--- config.mk ---
export PLATFORM = sky130hd
export DESIGN_NAME = text_console_cursor_layout
export DESIGN_NICKNAME = d
export VERILOG_FILES = /design/src/rtl/tccl_pkg.sv /design/src/rtl/text_console_cursor_layout.sv /design/src/rtl/tccl_front.sv /design/src/rtl/tccl_queue.sv /design/src/rtl/tccl_back.sv
export SDC_FILE = /design/constraint.sdc
export NUM_CORES = 1
export LEC_CHECK = 0
export ABC_AREA = 1
export BUFFER_PORTS_ARGS = -buffer_cell sky130_fd_sc_hd__clkbuf_2
export CAP_MARGIN = 20
export CORE_MARGIN = 2
export CORE_UTILIZATION = 56
export CTS_BUF_LIST = sky130_fd_sc_hd__clkbuf_16
export CTS_CLUSTER_DIAMETER = 80
export DETAILED_ROUTE_END_ITERATION = 8
export HOLD_SLACK_MARGIN = 0.02
export MAX_ROUTING_LAYER = met4
export PLACE_DENSITY = 0.76
export SLEW_MARGIN = 10
export SYNTH_ARGS = -nofsm -noshare
export SYNTH_HDL_FRONTEND = slang
export SYNTH_SLANG_ARGS = --single-unit
--- constraint.sdc ---
create_clock -name clk -period 7.6 [get_ports clk]
set_input_delay 0 -clock clk [delete_from_list [all_inputs] [get_ports clk]]
set_output_delay 0 -clock clk [all_outputs]
set_load 0.02 [all_outputs]
--- src/rtl/tccl_pkg.sv ---
`timescale 1ns / 1ps
// ----------------------------------------------------------------------------
// tccl_pkg
// Shared types, codes and helpers for the text console cursor layout block.
// ----------------------------------------------------------------------------
package tccl_pkg;

  // character codes with special handling
  localparam logic [7:0] CH_NEWLINE = 8'd10;
  localparam logic [7:0] CH_RETURN  = 8'd13;

  // job queue geometry
  localparam int QDEPTH = 2;
  localparam int QAW    = $clog2(QDEPTH);
  localparam int QCW    = $clog2(QDEPTH + 1);

  // positions in a job's command mask, emitted lowest first
  localparam int JB_FILL = 0;
  localparam int JB_OVF  = 1;
  localparam int JB_DRAW = 2;

  // drawing command codes
  typedef enum logic [1:0] {
    CMD_FILL   = 2'd0,
    CMD_SCROLL = 2'd1,
    CMD_CLEAR  = 2'd2,
    CMD_DRAW   = 2'd3
  } cmd_t;

  // configuration register indexes
  typedef enum logic [2:0] {
    CFG_ORIGIN_X      = 3'd0,
    CFG_ORIGIN_Y      = 3'd1,
    CFG_AREA_WIDTH    = 3'd2,
    CFG_BOTTOM_LINE_Y = 3'd3,
    CFG_LINE_HEIGHT   = 3'd4,
    CFG_CHAR_PADDING  = 3'd5,
    CFG_SCROLL_ENABLE = 3'd6
  } cfg_idx_t;

  typedef struct packed {
    logic [11:0] origin_x;
    logic [11:0] origin_y;
    logic [11:0] area_width;
    logic [11:0] bottom_line_y;
    logic [7:0]  line_height;
    logic [7:0]  char_padding;
    logic        scroll_enable;
  } cfg_t;

  typedef struct packed {
    logic [7:0] char_code;
    logic [7:0] glyph_width;
  } in_item_t;

  typedef struct packed {
    cmd_t        command;
    logic [12:0] pos_x;
    logic [12:0] pos_y;
    logic [11:0] area_w;
    logic [12:0] area_h;
    logic [7:0]  glyph_code;
    logic        last;
  } out_item_t;

  // one classified item: every command it causes, fully resolved
  typedef struct packed {
    logic [2:0]  mask;
    logic [12:0] fill_x;
    logic [12:0] fill_y;
    logic [11:0] fill_w;
    logic [7:0]  fill_h;
    cmd_t        ovf_cmd;
    logic [11:0] ovf_x;
    logic [11:0] ovf_y;
    logic [11:0] ovf_w;
    logic [12:0] ovf_h;
    logic [12:0] draw_x;
    logic [12:0] draw_y;
    logic [7:0]  glyph;
  } job_t;

  typedef struct packed {
    logic           full;
    logic           empty;
    logic [QCW-1:0] count;
  } q_stat_t;

  // clamp a 14-bit sum to 13 bits
  function automatic logic [12:0] sat13(input logic [13:0] v);
    logic [12:0] r;
    r = v[13] ? 13'h1FFF : v[12:0];
    return r;
  endfunction

endpackage

--- src/rtl/text_console_cursor_layout.sv ---
`timescale 1ns / 1ps
// path: an item goes through the job queue, the back end's job register and the output
//   register; earlier items with commands still waiting or stalled hold it back
// throughput: one item per cycle at the input while the 2-deep job queue has room;
//   commands leave one per cycle while out_ready does not stall them, 0 to 3 per item
// reset: synchronous, active low; cursor at 0, queue and output empty, registers
//   at their documented defaults
// ----------------------------------------------------------------------------
// text_console_cursor_layout
// Keeps a pixel cursor in a console area and emits fill, scroll, clear and
// draw commands for each character item.
// ----------------------------------------------------------------------------
module text_console_cursor_layout import tccl_pkg::*; (
  input  logic        clk,
  input  logic        rst_n,
  input  logic        in_valid,
  output logic        in_ready,
  input  in_item_t    in_data,
  output logic        out_valid,
  input  logic        out_ready,
  output out_item_t   out_data,
  input  logic        cfg_we,
  input  logic [2:0]  cfg_index,
  input  logic [11:0] cfg_wdata
);

  cfg_t    cfg_r;
  job_t    job, head;
  logic    push, pop;
  q_stat_t q_stat;

  // configuration registers
  always_ff @(posedge clk) begin
    if (!rst_n) begin
      cfg_r.origin_x      <= 12'd0;
      cfg_r.origin_y      <= 12'd0;
      cfg_r.area_width    <= 12'd320;
      cfg_r.bottom_line_y <= 12'd224;
      cfg_r.line_height   <= 8'd16;
      cfg_r.char_padding  <= 8'd1;
      cfg_r.scroll_enable <= 1'b1;
    end else if (cfg_we) begin
      unique case (cfg_idx_t'(cfg_index))
        CFG_ORIGIN_X:      cfg_r.origin_x      <= cfg_wdata;
        CFG_ORIGIN_Y:      cfg_r.origin_y      <= cfg_wdata;
        CFG_AREA_WIDTH:    cfg_r.area_width    <= cfg_wdata;
        CFG_BOTTOM_LINE_Y: cfg_r.bottom_line_y <= cfg_wdata;
        CFG_LINE_HEIGHT:   cfg_r.line_height   <= cfg_wdata[7:0];
        CFG_CHAR_PADDING:  cfg_r.char_padding  <= cfg_wdata[7:0];
        CFG_SCROLL_ENABLE: cfg_r.scroll_enable <= cfg_wdata[0];
        default: ;
      endcase
    end
  end

  // classify items and track the cursor
  tccl_front u_front (
    .clk      (clk),
    .rst_n    (rst_n),
    .in_valid (in_valid),
    .in_ready (in_ready),
    .in_data  (in_data),
    .cfg      (cfg_r),
    .q_full   (q_stat.full),
    .push     (push),
    .job      (job)
  );

  // job queue
  tccl_queue u_queue (
    .clk       (clk),
    .rst_n     (rst_n),
    .push      (push),
    .push_data (job),
    .pop       (pop),
    .head      (head),
    .stat      (q_stat)
  );

  // command sequencer and output register
  tccl_back u_back (
    .clk       (clk),
    .rst_n     (rst_n),
    .head      (head),
    .q_empty   (q_stat.empty),
    .pop       (pop),
    .out_valid (out_valid),
    .out_ready (out_ready),
    .out_data  (out_data)
  );

  // checks
  a_q_level: assert property (@(posedge clk) disable iff (!rst_n)
    (q_stat.count <= QCW'(QDEPTH)) && (q_stat.empty == (q_stat.count == '0)))
    else $error("job queue level out of range");

  a_cr_no_job: assert property (@(posedge clk) disable iff (!rst_n)
    (in_valid && in_ready && (in_data.char_code == CH_RETURN)) |-> !push)
    else $error("carriage return produced a job");

  a_draw_fields: assert property (@(posedge clk) disable iff (!rst_n)
    (out_valid && (out_data.command == CMD_DRAW)) |->
      ((out_data.area_w == '0) && (out_data.area_h == '0) && out_data.last))
    else $error("draw command with area fields set or not last");

  a_area_fields: assert property (@(posedge clk) disable iff (!rst_n)
    (out_valid && (out_data.command != CMD_DRAW)) |-> (out_data.glyph_code == '0))
    else $error("area command carries a glyph code");

endmodule

--- src/rtl/tccl_front.sv ---
`timescale 1ns / 1ps
// ----------------------------------------------------------------------------
// tccl_front
// Accepts items, tracks the pixel cursor and turns each item into a job.
// ----------------------------------------------------------------------------
module tccl_front import tccl_pkg::*; (
  input  logic     clk,
  input  logic     rst_n,
  input  logic     in_valid,
  output logic     in_ready,
  input  in_item_t in_data,
  input  cfg_t     cfg,
  input  logic     q_full,
  output logic     push,
  output job_t     job
);

  logic [12:0] cur_x_r, cur_x_nxt;
  logic [12:0] cur_y_r, cur_y_nxt;

  logic        acc, is_nl, is_cr;
  logic        fits_x, wrap, fill_en, ovf;
  logic [8:0]  adv_w;
  logic [13:0] x_end;
  logic [12:0] cy_step, cx1, cy1, cx2, cy2;

  assign in_ready = !q_full;
  assign acc      = in_valid && in_ready;
  assign is_nl    = (in_data.char_code == CH_NEWLINE);
  assign is_cr    = (in_data.char_code == CH_RETURN);

  // wrap, overflow and cursor arithmetic
  always_comb begin
    fits_x  = cur_x_r < {1'b0, cfg.area_width};
    adv_w   = {1'b0, in_data.glyph_width} + {1'b0, cfg.char_padding};
    x_end   = {1'b0, cur_x_r} + {5'b0, adv_w};
    wrap    = x_end >= {2'b0, cfg.area_width};
    cy_step = sat13({1'b0, cur_y_r} + {6'b0, cfg.line_height});
    if (is_nl) begin
      fill_en = fits_x;
    end else begin
      fill_en = wrap && (cur_y_r <= {1'b0, cfg.bottom_line_y}) && fits_x;
    end
    cx1 = wrap ? 13'd0 : cur_x_r;
    cy1 = wrap ? cy_step : cur_y_r;
    ovf = cy1 > {1'b0, cfg.bottom_line_y};
    cx2 = ovf ? 13'd0 : cx1;
    if (ovf) begin
      cy2 = cfg.scroll_enable ? {1'b0, cfg.bottom_line_y} : 13'd0;
    end else begin
      cy2 = cy1;
    end
  end

  // job record
  always_comb begin
    job.fill_x  = sat13({2'b0, cfg.origin_x} + {1'b0, cur_x_r});
    job.fill_y  = sat13({2'b0, cfg.origin_y} + {1'b0, cur_y_r});
    job.fill_w  = cfg.area_width - cur_x_r[11:0];
    job.fill_h  = cfg.line_height;
    job.ovf_cmd = cfg.scroll_enable ? CMD_SCROLL : CMD_CLEAR;
    job.ovf_x   = cfg.origin_x;
    job.ovf_y   = cfg.origin_y;
    job.ovf_w   = cfg.area_width;
    job.ovf_h   = {1'b0, cfg.bottom_line_y} + {5'b0, cfg.line_height};
    job.draw_x  = sat13({2'b0, cfg.origin_x} + {1'b0, cx2});
    job.draw_y  = sat13({2'b0, cfg.origin_y} + {1'b0, cy2});
    job.glyph   = in_data.char_code;
    job.mask    = '0;
    job.mask[JB_FILL] = fill_en;
    job.mask[JB_OVF]  = !is_nl && ovf;
    job.mask[JB_DRAW] = !is_nl;
  end

  // items that cause no command never enter the queue
  assign push = acc && !is_cr && (!is_nl || fill_en);

  // cursor update
  always_comb begin
    cur_x_nxt = cur_x_r;
    cur_y_nxt = cur_y_r;
    if (acc && !is_cr) begin
      if (is_nl) begin
        cur_x_nxt = 13'd0;
        cur_y_nxt = cy_step;
      end else begin
        cur_x_nxt = sat13({1'b0, cx2} + {5'b0, adv_w});
        cur_y_nxt = cy2;
      end
    end
  end

  always_ff @(posedge clk) begin
    if (!rst_n) begin
      cur_x_r <= '0;
      cur_y_r <= '0;
    end else begin
      cur_x_r <= cur_x_nxt;
      cur_y_r <= cur_y_nxt;
    end
  end

endmodule

--- src/rtl/tccl_queue.sv ---
`timescale 1ns / 1ps
// ----------------------------------------------------------------------------
// tccl_queue
// Short job queue between the classifying front and the command back end.
// ----------------------------------------------------------------------------
module tccl_queue import tccl_pkg::*; (
  input  logic    clk,
  input  logic    rst_n,
  input  logic    push,
  input  job_t    push_data,
  input  logic    pop,
  output job_t    head,
  output q_stat_t stat
);

  job_t           slot_r [QDEPTH];
  logic [QAW-1:0] wr_ptr_r, wr_ptr_nxt;
  logic [QAW-1:0] rd_ptr_r, rd_ptr_nxt;
  logic [QCW-1:0] count_r, count_nxt;
  logic           do_push, do_pop;

  assign stat.full  = (count_r == QCW'(QDEPTH));
  assign stat.empty = (count_r == '0);
  assign stat.count = count_r;
  assign head       = slot_r[rd_ptr_r];

  assign do_push = push && !stat.full;
  assign do_pop  = pop && !stat.empty;

  // pointer and fill level update
  always_comb begin
    wr_ptr_nxt = wr_ptr_r;
    rd_ptr_nxt = rd_ptr_r;
    count_nxt  = count_r;
    if (do_push) begin
      wr_ptr_nxt = (wr_ptr_r == QAW'(QDEPTH - 1)) ? '0 : wr_ptr_r + 1'b1;
    end
    if (do_pop) begin
      rd_ptr_nxt = (rd_ptr_r == QAW'(QDEPTH - 1)) ? '0 : rd_ptr_r + 1'b1;
    end
    if (do_push && !do_pop) begin
      count_nxt = count_r + 1'b1;
    end else if (do_pop && !do_push) begin
      count_nxt = count_r - 1'b1;
    end
  end

  always_ff @(posedge clk) begin
    if (!rst_n) begin
      wr_ptr_r <= '0;
      rd_ptr_r <= '0;
      count_r  <= '0;
    end else begin
      wr_ptr_r <= wr_ptr_nxt;
      rd_ptr_r <= rd_ptr_nxt;
      count_r  <= count_nxt;
    end
  end

  // storage
  always_ff @(posedge clk) begin
    if (do_push) begin
      slot_r[wr_ptr_r] <= push_data;
    end
  end

endmodule

--- src/rtl/tccl_back.sv ---
`timescale 1ns / 1ps
// ----------------------------------------------------------------------------
// tccl_back
// Takes jobs from the queue and emits their commands, one per cycle unless out_ready stalls.
// ----------------------------------------------------------------------------
module tccl_back import tccl_pkg::*; (
  input  logic      clk,
  input  logic      rst_n,
  input  job_t      head,
  input  logic      q_empty,
  output logic      pop,
  output logic      out_valid,
  input  logic      out_ready,
  output out_item_t out_data
);

  job_t      job_r, job_nxt;
  logic [2:0] pend_r, pend_nxt;
  logic      out_valid_r, out_valid_nxt;
  out_item_t out_data_r, out_data_nxt;

  logic       adv, emit;
  logic [2:0] sel, rem;
  out_item_t  cmd;

  assign out_valid = out_valid_r;
  assign out_data  = out_data_r;

  // pick the next pending command of the current job
  always_comb begin
    adv  = !out_valid_r || out_ready;
    emit = adv && (pend_r != 3'b000);
    sel  = pend_r & (~pend_r + 3'b001);
    rem  = emit ? (pend_r & ~sel) : pend_r;
  end

  // build the command word
  always_comb begin
    cmd            = '0;
    cmd.last       = (rem == 3'b000);
    if (sel[JB_FILL]) begin
      cmd.command  = CMD_FILL;
      cmd.pos_x    = job_r.fill_x;
      cmd.pos_y    = job_r.fill_y;
      cmd.area_w   = job_r.fill_w;
      cmd.area_h   = {5'b0, job_r.fill_h};
    end else if (sel[JB_OVF]) begin
      cmd.command  = job_r.ovf_cmd;
      cmd.pos_x    = {1'b0, job_r.ovf_x};
      cmd.pos_y    = {1'b0, job_r.ovf_y};
      cmd.area_w   = job_r.ovf_w;
      cmd.area_h   = job_r.ovf_h;
    end else begin
      cmd.command  = CMD_DRAW;
      cmd.pos_x    = job_r.draw_x;
      cmd.pos_y    = job_r.draw_y;
      cmd.glyph_code = job_r.glyph;
    end
  end

  // load the next job as the current one runs out
  always_comb begin
    pop      = (rem == 3'b000) && !q_empty;
    job_nxt  = pop ? head : job_r;
    pend_nxt = pop ? head.mask : rem;
    if (emit) begin
      out_valid_nxt = 1'b1;
      out_data_nxt  = cmd;
    end else begin
      out_valid_nxt = out_ready ? 1'b0 : out_valid_r;
      out_data_nxt  = out_data_r;
    end
  end

  always_ff @(posedge clk) begin
    if (!rst_n) begin
      pend_r      <= '0;
      out_valid_r <= 1'b0;
    end else begin
      pend_r      <= pend_nxt;
      out_valid_r <= out_valid_nxt;
    end
  end

  always_ff @(posedge clk) begin
    job_r      <= job_nxt;
    out_data_r <= out_data_nxt;
  end

endmodule
**Yosys cells after proc, flatten, opt, wreduce, memory -nomap -nowiden**

Memories as Yosys holds them, arrays and structs flattened. A register that Yosys moved wholly into a read port is not among the register bits.
Index checks and enable logic that the tools add are counted.

- Bits in registers: 292
- RAM bits: 268
- Input bits: 36
- Word-level logic and storage cells: 134
- Memories: 1

- $add $sub $neg: 15
- $lt $le $gt $ge: 4
- Eq/ne operators: 9
- Muxes and demuxes: 30
- Bitwise logic cells: 5
- Reduce and logical (&&, ||, !) cells: 36

Memories:

| name | depth | width | read ports | clocked after Yosys merged registers in | write ports | RTL line | source |
|---|---|---|---|---|---|---|---|
| u_queue.slot_r | 2 | 134 | 1 | 1 | 1 | tccl_queue.sv:16 | `job_t slot_r [QDEPTH];` |

Operator list:

| operator | number |
|---|---|
| $mux W13 | 12 |
| $add A12 B13 Y14 | 4 |
| $mux W51 | 1 |
| $add A13 B9 Y14 | 2 |
| $mux W28 | 1 |
| $mux W25 | 1 |
| $eq A8 B4 Y1 const B | 2 |
| $add A13 B8 Y14 | 1 |
| $ge A14 B12 Y1 | 1 |
| $reduce_and A2 Y1 | 7 |
| $add A12 B8 Y13 | 1 |
| $gt A13 B12 Y1 | 1 |
| $le A13 B12 Y1 | 1 |
| $lt A13 B12 Y1 | 1 |
| $logic_and A1 B1 Y1 | 12 |
| $mux W12 | 1 |
| $sub A12 B12 Y12 | 1 |
| $add A8 B8 Y9 | 1 |
| $eq A3 B3 Y1 const B | 3 |
| $mux W1 | 9 |
| $logic_not A1 Y1 | 7 |
| $and A3 B3 Y3 | 2 |
| $eq A3 B2 Y1 const B | 2 |
| $logic_not A3 Y1 | 2 |
| other kinds (15) | 23 |

**Logic depth before layout (Yosys ltp)**

Gate-level depths: netlist of run 1.

- Depth in word-level cells: 13
- Mapped depth: 54
- Depth with buffers taken out: 53

**Hierarchy**

Synthesis of run 1 repeated with hierarchy kept, for this count alone.

- Cells, all modules: 2481
- Area, all modules: 27632.8 um^2

Modules (own cells, without submodules):

| module | times used | cells each | area each (um^2) | seq. area each (um^2) |
|---|---|---|---|---|
| tccl_queue | 1 | 455 | 10148.5 | 8147.8 |
| tccl_front | 1 | 1264 | 7988.9 | 520.5 |
| tccl_back | 1 | 390 | 6880.3 | 5875.6 |
| text_console_cursor_layout | 1 | 372 | 2615.0 | 1301.2 |

**Worst setup path after synthesis of run 1**

No wires, ideal clock.

- Path type: flip-flop to flip-flop
- Start point: reg u_front.cur_x_r[3]
- End point: mem u_queue.slot_r[1][0] (netlist name), enable pin
- Setup time: 0.631 ns
- Arrival time: 7.402 ns
- Data required time: 6.969 ns
- Slack: -0.432 ns
- Stages on the path, launching flop included: 13
- Buffers on the path: 0
- Clock period less this slack: 8.032 ns
- Cells stage by stage: dfxtp_1 ha_1 nand2_1 inv_1 nand3_1 o221ai_1 a221oi_1 o21ai_0 nand2_1 a21oi_1 nor3_1 o21ai_0 nor2_1

- Word-level cells in the longest chain between the ends: 10
- Elaborated cells on any way between the ends: 11
- Those cells by class: add/sub (1); order compare (2); mux (3); reduce/logical (5)

Ends and longest elaborated chain:

| element | RTL line | source |
|---|---|---|
| start, declared | tccl_front.sv:18 | `logic [12:0] cur_x_r, cur_x_nxt;` |
| start signal, assigned | tccl_front.sv:98 | `cur_x_r <= cur_x_nxt;` |
| $add A13 B9 Y14 | tccl_front.sv:36 | `x_end = {1'b0, cur_x_r} + {5'b0, adv_w};` |
| $ge A14 B12 Y1 | tccl_front.sv:37 | `wrap = x_end >= {2'b0, cfg.area_width};` |
| $logic_and A1 B1 Y1 (2 in series) | tccl_front.sv:42 | `fill_en = wrap && (cur_y_r <= {1'b0, cfg.bottom_line_y}) && fits_x;` |
| $mux W1 * | tccl_front.sv:39 | `if (is_nl) begin` |
| $logic_or A1 B1 Y1 * | tccl_front.sv:76 | `assign push = acc && !is_cr && (!is_nl \|\| fill_en);` |
| $logic_and A1 B1 Y1 * | tccl_front.sv:76 |  |
| $logic_and A1 B1 Y1 * | tccl_queue.sv:27 | `assign do_push = push && !stat.full;` |
| $mux W1 * | tccl_queue.sv:62 | `if (do_push) begin` |
| $mux W1 (not written as such) * | tccl_queue.sv:63 | `slot_r[wr_ptr_r] <= push_data;` |
| end, declared | tccl_queue.sv:16 |  |

Every way passes the cells marked *; elsewhere a longest branch is shown, timed or not.

==> run metrics, run 1 <==
Register Area=around 16000 um^2; GP Congestion=0.938; vias in the first global route=17700; area leader, netlist=edfxtp_1; Horiz. Die Dim=221 um; antenna-violating nets left=0; die area=48700 um^2; EDFF count, synth=461; period utilization=0.959; layout cells sized above 1=0.190; Clock Pin Slew Worst Setup and Hold Paths=approximately 60 ps; Final nets=between 2000 and 3000; ys async rst share=0; crit-path max FO=9; status=finished, final reports clean; CTS tree=built; CP Class=reg2reg; Avg Vias per Cell=roughly 5.7; die height=221 um; Syn Std Cell Area=about 26000 um^2; Port Buf Inserts=99; top cells by area, synth=edfxtp_1 53%, dfxtp_1 7.6%, ha_1 7.2%; Worst path max stage delay=360 ps; initial antenna violation count=0; clk_lat worst skew=~600 ps; Most used DFF post-synth=edfxtp_1; clock tree sinks=561; Slew HR=0.271; final hold violation count=0; Mapped Cells=2271; Crit path top cell by count=nand2_1; drt drc=0; H-tree Lvls=2; Worst EP required=7950 ps; CP arrival=7640 ps; Leak Pwr=approximately 12 nW; worst min path class=in2reg; CP max stage cell=fa_2; fin util=0.647; worst vdd ir=0.315 mV; root buffer cell=clkbuf_16; Setup crit start kind=flop; critical path endpoint category=flop; final design area excluding fillers=between 30000 and 40000 um^2; DRT Pass-1 Iters=5; row count=79; YS warnings=0; Ports=100; hold slack=between 80 and 90 ps; HPWL after DPL=between 40 and 50 mm; Final Setup Violations=0; multi-input logic area=9570 um^2; Fillers=3499; Worst Clk Skew=19.1 ps; total CTS buffers=55; flops & latches, synth=561; min Tclk post-route=7290 ps; P&R area growth vs syn=14.4%; routed via count=17600; Finished Layout Cells=~3100; Slew @ Worst Pin=1090 ps; pwr dens=approximately 380 nW/um^2; DR iter-0 viols=1280; post-synth top area share=0.527; DRT Wirelength=64.7 mm; routed len/inst=~21 um; largest net degree at the start of global routing=104; total grt overflow=0; Final Max Tran Viols=0; sequential element share of the synthesized area=0.603; Max Clk Rate=137 MHz; All-Layer GR Usage=0.276; synthesized area per cell=11.6 um^2; Inst Count DP=roughly 3000; syn_nets=roughly 2500; Yosys cell types=58; Initial Utilization=0.566; Clock Path Buffers=3; Max-cap violations=0; first-pass GRT wire length=98.3 mm; Placed Area=27700 um^2; total core area=between 40000 and 50000 um^2; diode count=0
synth_stat cells, drive strengths merged (2+ instances only):
cell	number
a21boi	3
dfxtp	100
nand3b	4
o22ai	3
fa	8
a211oi	3
a22o	22
o211ai	5
a22oi	11
nor4	3
ha	151
o31ai	12
nor2	185
xor2	48
inv	228
nand4	12
mux2	131
nor3	14
or2	5
nand3	92
nand2	353
a31oi	7
a221oi	2
o21a	4
clkbuf	54
clkinv	4
o21bai	12
edfxtp	461
xnor2	24
buf	6
a21o	7
o21ai	133
a21oi	157
kinds of logic (layout without fill, tap and decap cells):
logic type	after synthesis	in the layout	synth area share
AND/OR/NAND/NOR	669	670	0.110
flip-flops	561	561	0.603
AO/OA/AOI/OAI	387	387	0.0862
buffers and inverters	292	521	0.0424
adder cells (fa/ha/maj)	159	159	0.0780
multiplexers	131	131	0.0561
XOR/XNOR	72	72	0.0240
final timing paths:
check | endpoint | cells after the start | startpoint | slack, ps
setup / recovery | u_queue.slot_r[1][19]$_DFFE_PP_ | 48 | cfg_r[1]$_SDFFE_PN1P_ | 310
hold reg to reg | flop | 1 | u_queue.rd_ptr_r$_SDFFE_PN0P_ | 460
hold / removal | u_front.cur_x_r[0]$_SDFFE_PN0P_ | 5 | in_data[0] | 90
setup reg to reg | u_queue.slot_r[1][19]$_DFFE_PP_ | 48 | cfg_r[1]$_SDFFE_PN1P_ | 310
sequential cells by signal, indices dropped and copies added (netlist names), named ones only:
name and count:
u_back.pend_r 3, u_front.cur_x_r 13, u_back.out_valid 1, u_queue.rd_ptr_r 1
u_queue.count_r 2, u_queue.wr_ptr_r 1, u_back.job_r 131, u_front.cur_y_r 13
u_back.out_data 62, cfg_r 65, u_queue.slot_r 268
area by class of cell:
class                           count  share of cell area
Clock buffer                       55              0.0458
Clock inverter                     47              0.0115
Inverter                          232              0.0296
Multi-Input combinational cell   1419               0.318
Sequential cell                   561               0.527
Tap cell                          607              0.0253
Timing Repair Buffer              186              0.0420
Timing Repair inverter              1            0.000208
metal layers:
layer  routed length [um]  GRT usage  share of wire  up-vias
met2                32700      0.469           0.51      478
met3                 3370     0.0447          0.052      123
met5                    0          -              0        -
li1                     -          -              -     8350
met1                26300      0.333           0.41     8640
met4                 2370      0.105          0.037        0
worst max-delay path, delay by kind of cell, from the launching register on:
family,cells,cell delay [ps]
AOI/OAI and AO/OA,16,2250
buffers and inverters,8,710
and+or+nand+nor,15,1420
xor gates and xnor gates,3,510
DFF,1,350
adders and majority gates,6,1760
where the power goes:
group | total, W | internal (W) | switching, W
logic | 0.00369 | 0.00124 | 0.00245
registers | 0.00503 | 0.00468 | 0.000350
clock network | 0.00261 | 0.00146 | 0.00115
placed cells by master (no fill, tap or decap), types with 5 or more instances in the layout:
master / netlist / routed
xnor2_1: 24 / 24
a31oi_1: 7 / 5
o211ai_1: 5 / 5
fa_1: 8 / 6
nor2_1: 178 / 170
clkinv_1: 4 / 13
buf_4: 0 / 54
clkinv_2: 0 / 11
inv_1: 225 / 238
o21bai_1: 12 / 12
a21oi_1: 153 / 143
nor2_4: 3 / 5
xor2_1: 48 / 47
nor2_2: 3 / 9
a22oi_1: 11 / 11
dfxtp_1: 100 / 98
o21ai_1: 7 / 17
clkbuf_2: 0 / 99
nand3_1: 84 / 83
a21oi_2: 2 / 12
nor3_1: 13 / 11
or2_2: 5 / 5
o21ai_2: 6 / 10
clkbuf_16: 0 / 55
a21o_1: 6 / 6
dlygate4sd3_1: 0 / 29
o31ai_1: 12 / 8
mux2_2: 131 / 131
ha_1: 151 / 146
nand3_2: 5 / 7
edfxtp_1: 461 / 461
nand2_2: 16 / 21
nand2_1: 336 / 329
a22o_1: 22 / 22
o21ai_0: 120 / 106
nand4_1: 11 / 11
repair_timing:
action                                  4_1_cts  5_1_grt
gates resized for setup                       5       66
hold endpoints to repair                     88        0
pin swaps                                     0       18
endpoints found under the setup margin       12       53
gates cloned                                  0        2
hold buffers                                 29        0
buffers inserted                              0        3
metrics by stage:
step                      setup slack, ps  setup TNS (ps)  total power, W
final                                 309               0          0.0113
after global routing                 -132           -1290          0.0119
after CTS                            4.79               0          0.0112
after detailed placement             -163            -642         0.00861
after global placement                167               0         0.00848
after floorplan                       220               0         0.00742
No activity file was read; power rests on OpenSTA's default activity.
==> run 2: changes to the inputs <==
--- a/config.mk
+++ b/config.mk
@@ -9,13 +9,13 @@
 export BUFFER_PORTS_ARGS = -buffer_cell sky130_fd_sc_hd__clkbuf_2
 export CAP_MARGIN = 20
 export CORE_MARGIN = 2
-export CORE_UTILIZATION = 56
+export CORE_UTILIZATION = 60
 export CTS_BUF_LIST = sky130_fd_sc_hd__clkbuf_16
 export CTS_CLUSTER_DIAMETER = 80
 export DETAILED_ROUTE_END_ITERATION = 8
 export HOLD_SLACK_MARGIN = 0.02
 export MAX_ROUTING_LAYER = met4
-export PLACE_DENSITY = 0.76
+export PLACE_DENSITY = 0.78
 export SLEW_MARGIN = 10
 export SYNTH_ARGS = -nofsm -noshare
 export SYNTH_HDL_FRONTEND = slang
==> constraint.sdc (replaced) <==
create_clock -name clk -period 8.85 [get_ports clk]
set_input_delay 0 -clock clk [delete_from_list [all_inputs] [get_ports clk]]
set_output_delay 0 -clock clk [all_outputs]
set_load 0.02 [all_outputs]
==> run 2 against run 1 <==
Against the previous run: global-route usage rose by 1.4 points; critical endpoint is now u_queue.slot_r[0][20]$_DFFE_PP_; sequential share of layout area is 1.1 points higher; total power is 17% lower; worst hold slack got worse by 46 ps; critical path type unchanged; fmax down 9.7%; highest routed layer unchanged; combinational power is 20% lower; setup slack better by 470 ps; clock power down 18%.
==> run metrics, run 2 (same netlist as run 1, synthesis figures left out) <==
DRT Pass-1 Iters=5; clock tree sinks=561; worst hold start=cfg_index[2]; min Tclk post-route=8080 ps; GP Congestion=0.941; first-pass GRT wire length=97.1 mm; fin util=0.682; layout cells sized above 1=0.158; total grt overflow=0; switching pwr=~0.0033 W; CP Class=reg2reg; Setup crit start kind=flop; Max Clk Rate=124 MHz; Clock Path Buffers=3; HPWL after DPL=43.7 mm; vias in the first global route=17400; multi-input logic area=about 9300 um^2; RSZ-0062 raised after global routing=no; Setup TNS=0 ps; H-tree Lvls=2; largest net degree at the start of global routing=110; CP max stage cell=fa_1; root buffer cell=clkbuf_16; period utilization=0.913; critical path endpoint category=flop; Worst R2R Setup Slack=770 ps; Fillers=3145; Final Setup Violations=0; DR iter-0 viols=1400; depth of the worst register-to-register path=46; total CTS buffers=55; crit-path max FO=17; Port Buf Inserts=99; status=finished, final reports clean; Gate power share=0.313; hold path depth=5; Final Max Tran Viols=0; die height=213 um; Clock Pin Slew Worst Setup and Hold Paths=around 60 ps; routed len/inst=around 21 um; Worst Clk Skew=22.0 ps; Largest Register=u_queue.slot_r; initial antenna violation count=1; Avg Vias per Cell=approximately 5.7; antenna-violating nets left=0; largest registers=u_queue.slot_r x268, u_back.job_r x131, cfg_r x65; Slew @ Worst Pin=1050 ps; Worst path max stage delay=410 ps; Horiz. Die Dim=213 um; Ports=100; CP arrival=roughly 8400 ps; Register Area=15900 um^2; Leak Pwr=12.2 nW; r2r startpoint=cfg_r[1]$_SDFFE_PN1P_; Final nets=around 2600; routed via count=17400; most common cell after layout, fill and taps aside=edfxtp_1; Clock power frac=0.228; switch share=0.347; All-Layer GR Usage=0.291; Setup crit start=cfg_r[1]$_SDFFE_PN1P_; drt drc=0; row count=76; Max-cap violations=0; clk_lat worst skew=between 600 and 700 ps; worst min path class=in2reg; Initial Utilization=0.609; final design area excluding fillers=29500 um^2; total core area=43200 um^2; max reg flops=~270; Crit path top cell by count=nand2_1; Slew HR=0.297; DRT Wirelength=63.1 mm; worst vdd ir=around 0.26 mV; die area=between 40000 and 50000 um^2; worst r2r dst=u_queue.slot_r[0][20]$_DFFE_PP_; pwr dens=321 nW/um^2; CTS tree=built; hold endpoint=cfg_r[13]$_SDFFE_PN1P_; Placed Area=27500 um^2; P_int=0.00616 W; final hold violation count=0; Worst EP required=9190 ps; Sequential Power Share=0.458; P&R area growth vs syn=12.1%; commonest cells after routing, fill and taps aside=461 x edfxtp_1, 336 x nand2_1, 241 x inv_1, 176 x nor2_1, 152 x a21oi_1
[run 2: cell count changes in the layout (fill, tap and decap cells not counted), sizes merged, moves of 2 or more]
cell	change
buf	-35
bufinv	-2
clkinv	-6
inv	+4
[run 2: metrics by stage]
stage,hold slack [ps],std cells,total power (W),worst slack (ps)
6_report,41.3,3048,0.00944,774
4_1_cts,21.7,3043,0.00947,555
3_3_place_gp,207,2913,0.00719,745
3_5_place_dp,214,2914,0.00730,525
2_1_floorplan,98.9,2271,0.00639,818
5_1_grt,70.8,3048,0.00993,32.0
[run 2: worst max path at each step]
stage                                           end
finish              u_queue.slot_r[0][20]$_DFFE_PP_
global route        u_queue.slot_r[0][20]$_DFFE_PP_
global placement    u_queue.slot_r[0][19]$_DFFE_PP_
detailed placement  u_queue.slot_r[0][19]$_DFFE_PP_
CTS                 u_queue.slot_r[0][19]$_DFFE_PP_
floorplan            u_queue.slot_r[1][0]$_DFFE_PP_
[run 2: timing repair]
item	CTS	global route
gates resized for setup	0	9
hold endpoints to repair	88	0
endpoints found under the setup margin	0	34
hold buffers	29	0
buffers inserted	0	4
[run 2: power groups by stage]
stage	Sequential [W]	Combinational [W]	Clock [W]
3_5_place_dp	0.00438	0.00292	0
3_3_place_gp	0.00435	0.00284	0
2_1_floorplan	0.00452	0.00186	0
4_1_cts	0.00434	0.00296	0.00218
5_1_grt	0.00440	0.00325	0.00228
6_report	0.00433	0.00296	0.00215
[run 2: layout make-up]
| type | count | share of cell area |
|---|---|---|
| Antenna cell | 1 | 0.0000849 |
| Tap cell | 585 | 0.0248 |
| Multi-Input combinational cell | 1418 | 0.317 |
| Clock inverter | 44 | 0.00875 |
| Sequential cell | 561 | 0.538 |
| Timing Repair Buffer | 151 | 0.0334 |
| Inverter | 232 | 0.0300 |
| Clock buffer | 56 | 0.0476 |
[run 2: critical path: cells and delay by family (launching register included)]
kind                       cells  cell delay (ps)
AOI/OAI and AO/OA             19             3320
xor gates and xnor gates       1              140
adders and majority gates      7             2130
buffers and inverters          4              390
DFF                            1              330
and+or+nand+nor               15             1500
[run 2: metal layers]
metal	global-route usage	wire, um	vias to the layer above
met4	0.109	2220	0
met5	-	0	-
met3	0.0353	3310	134
met2	0.487	31500	534
met1	0.365	26100	8467
li1	-	-	8289
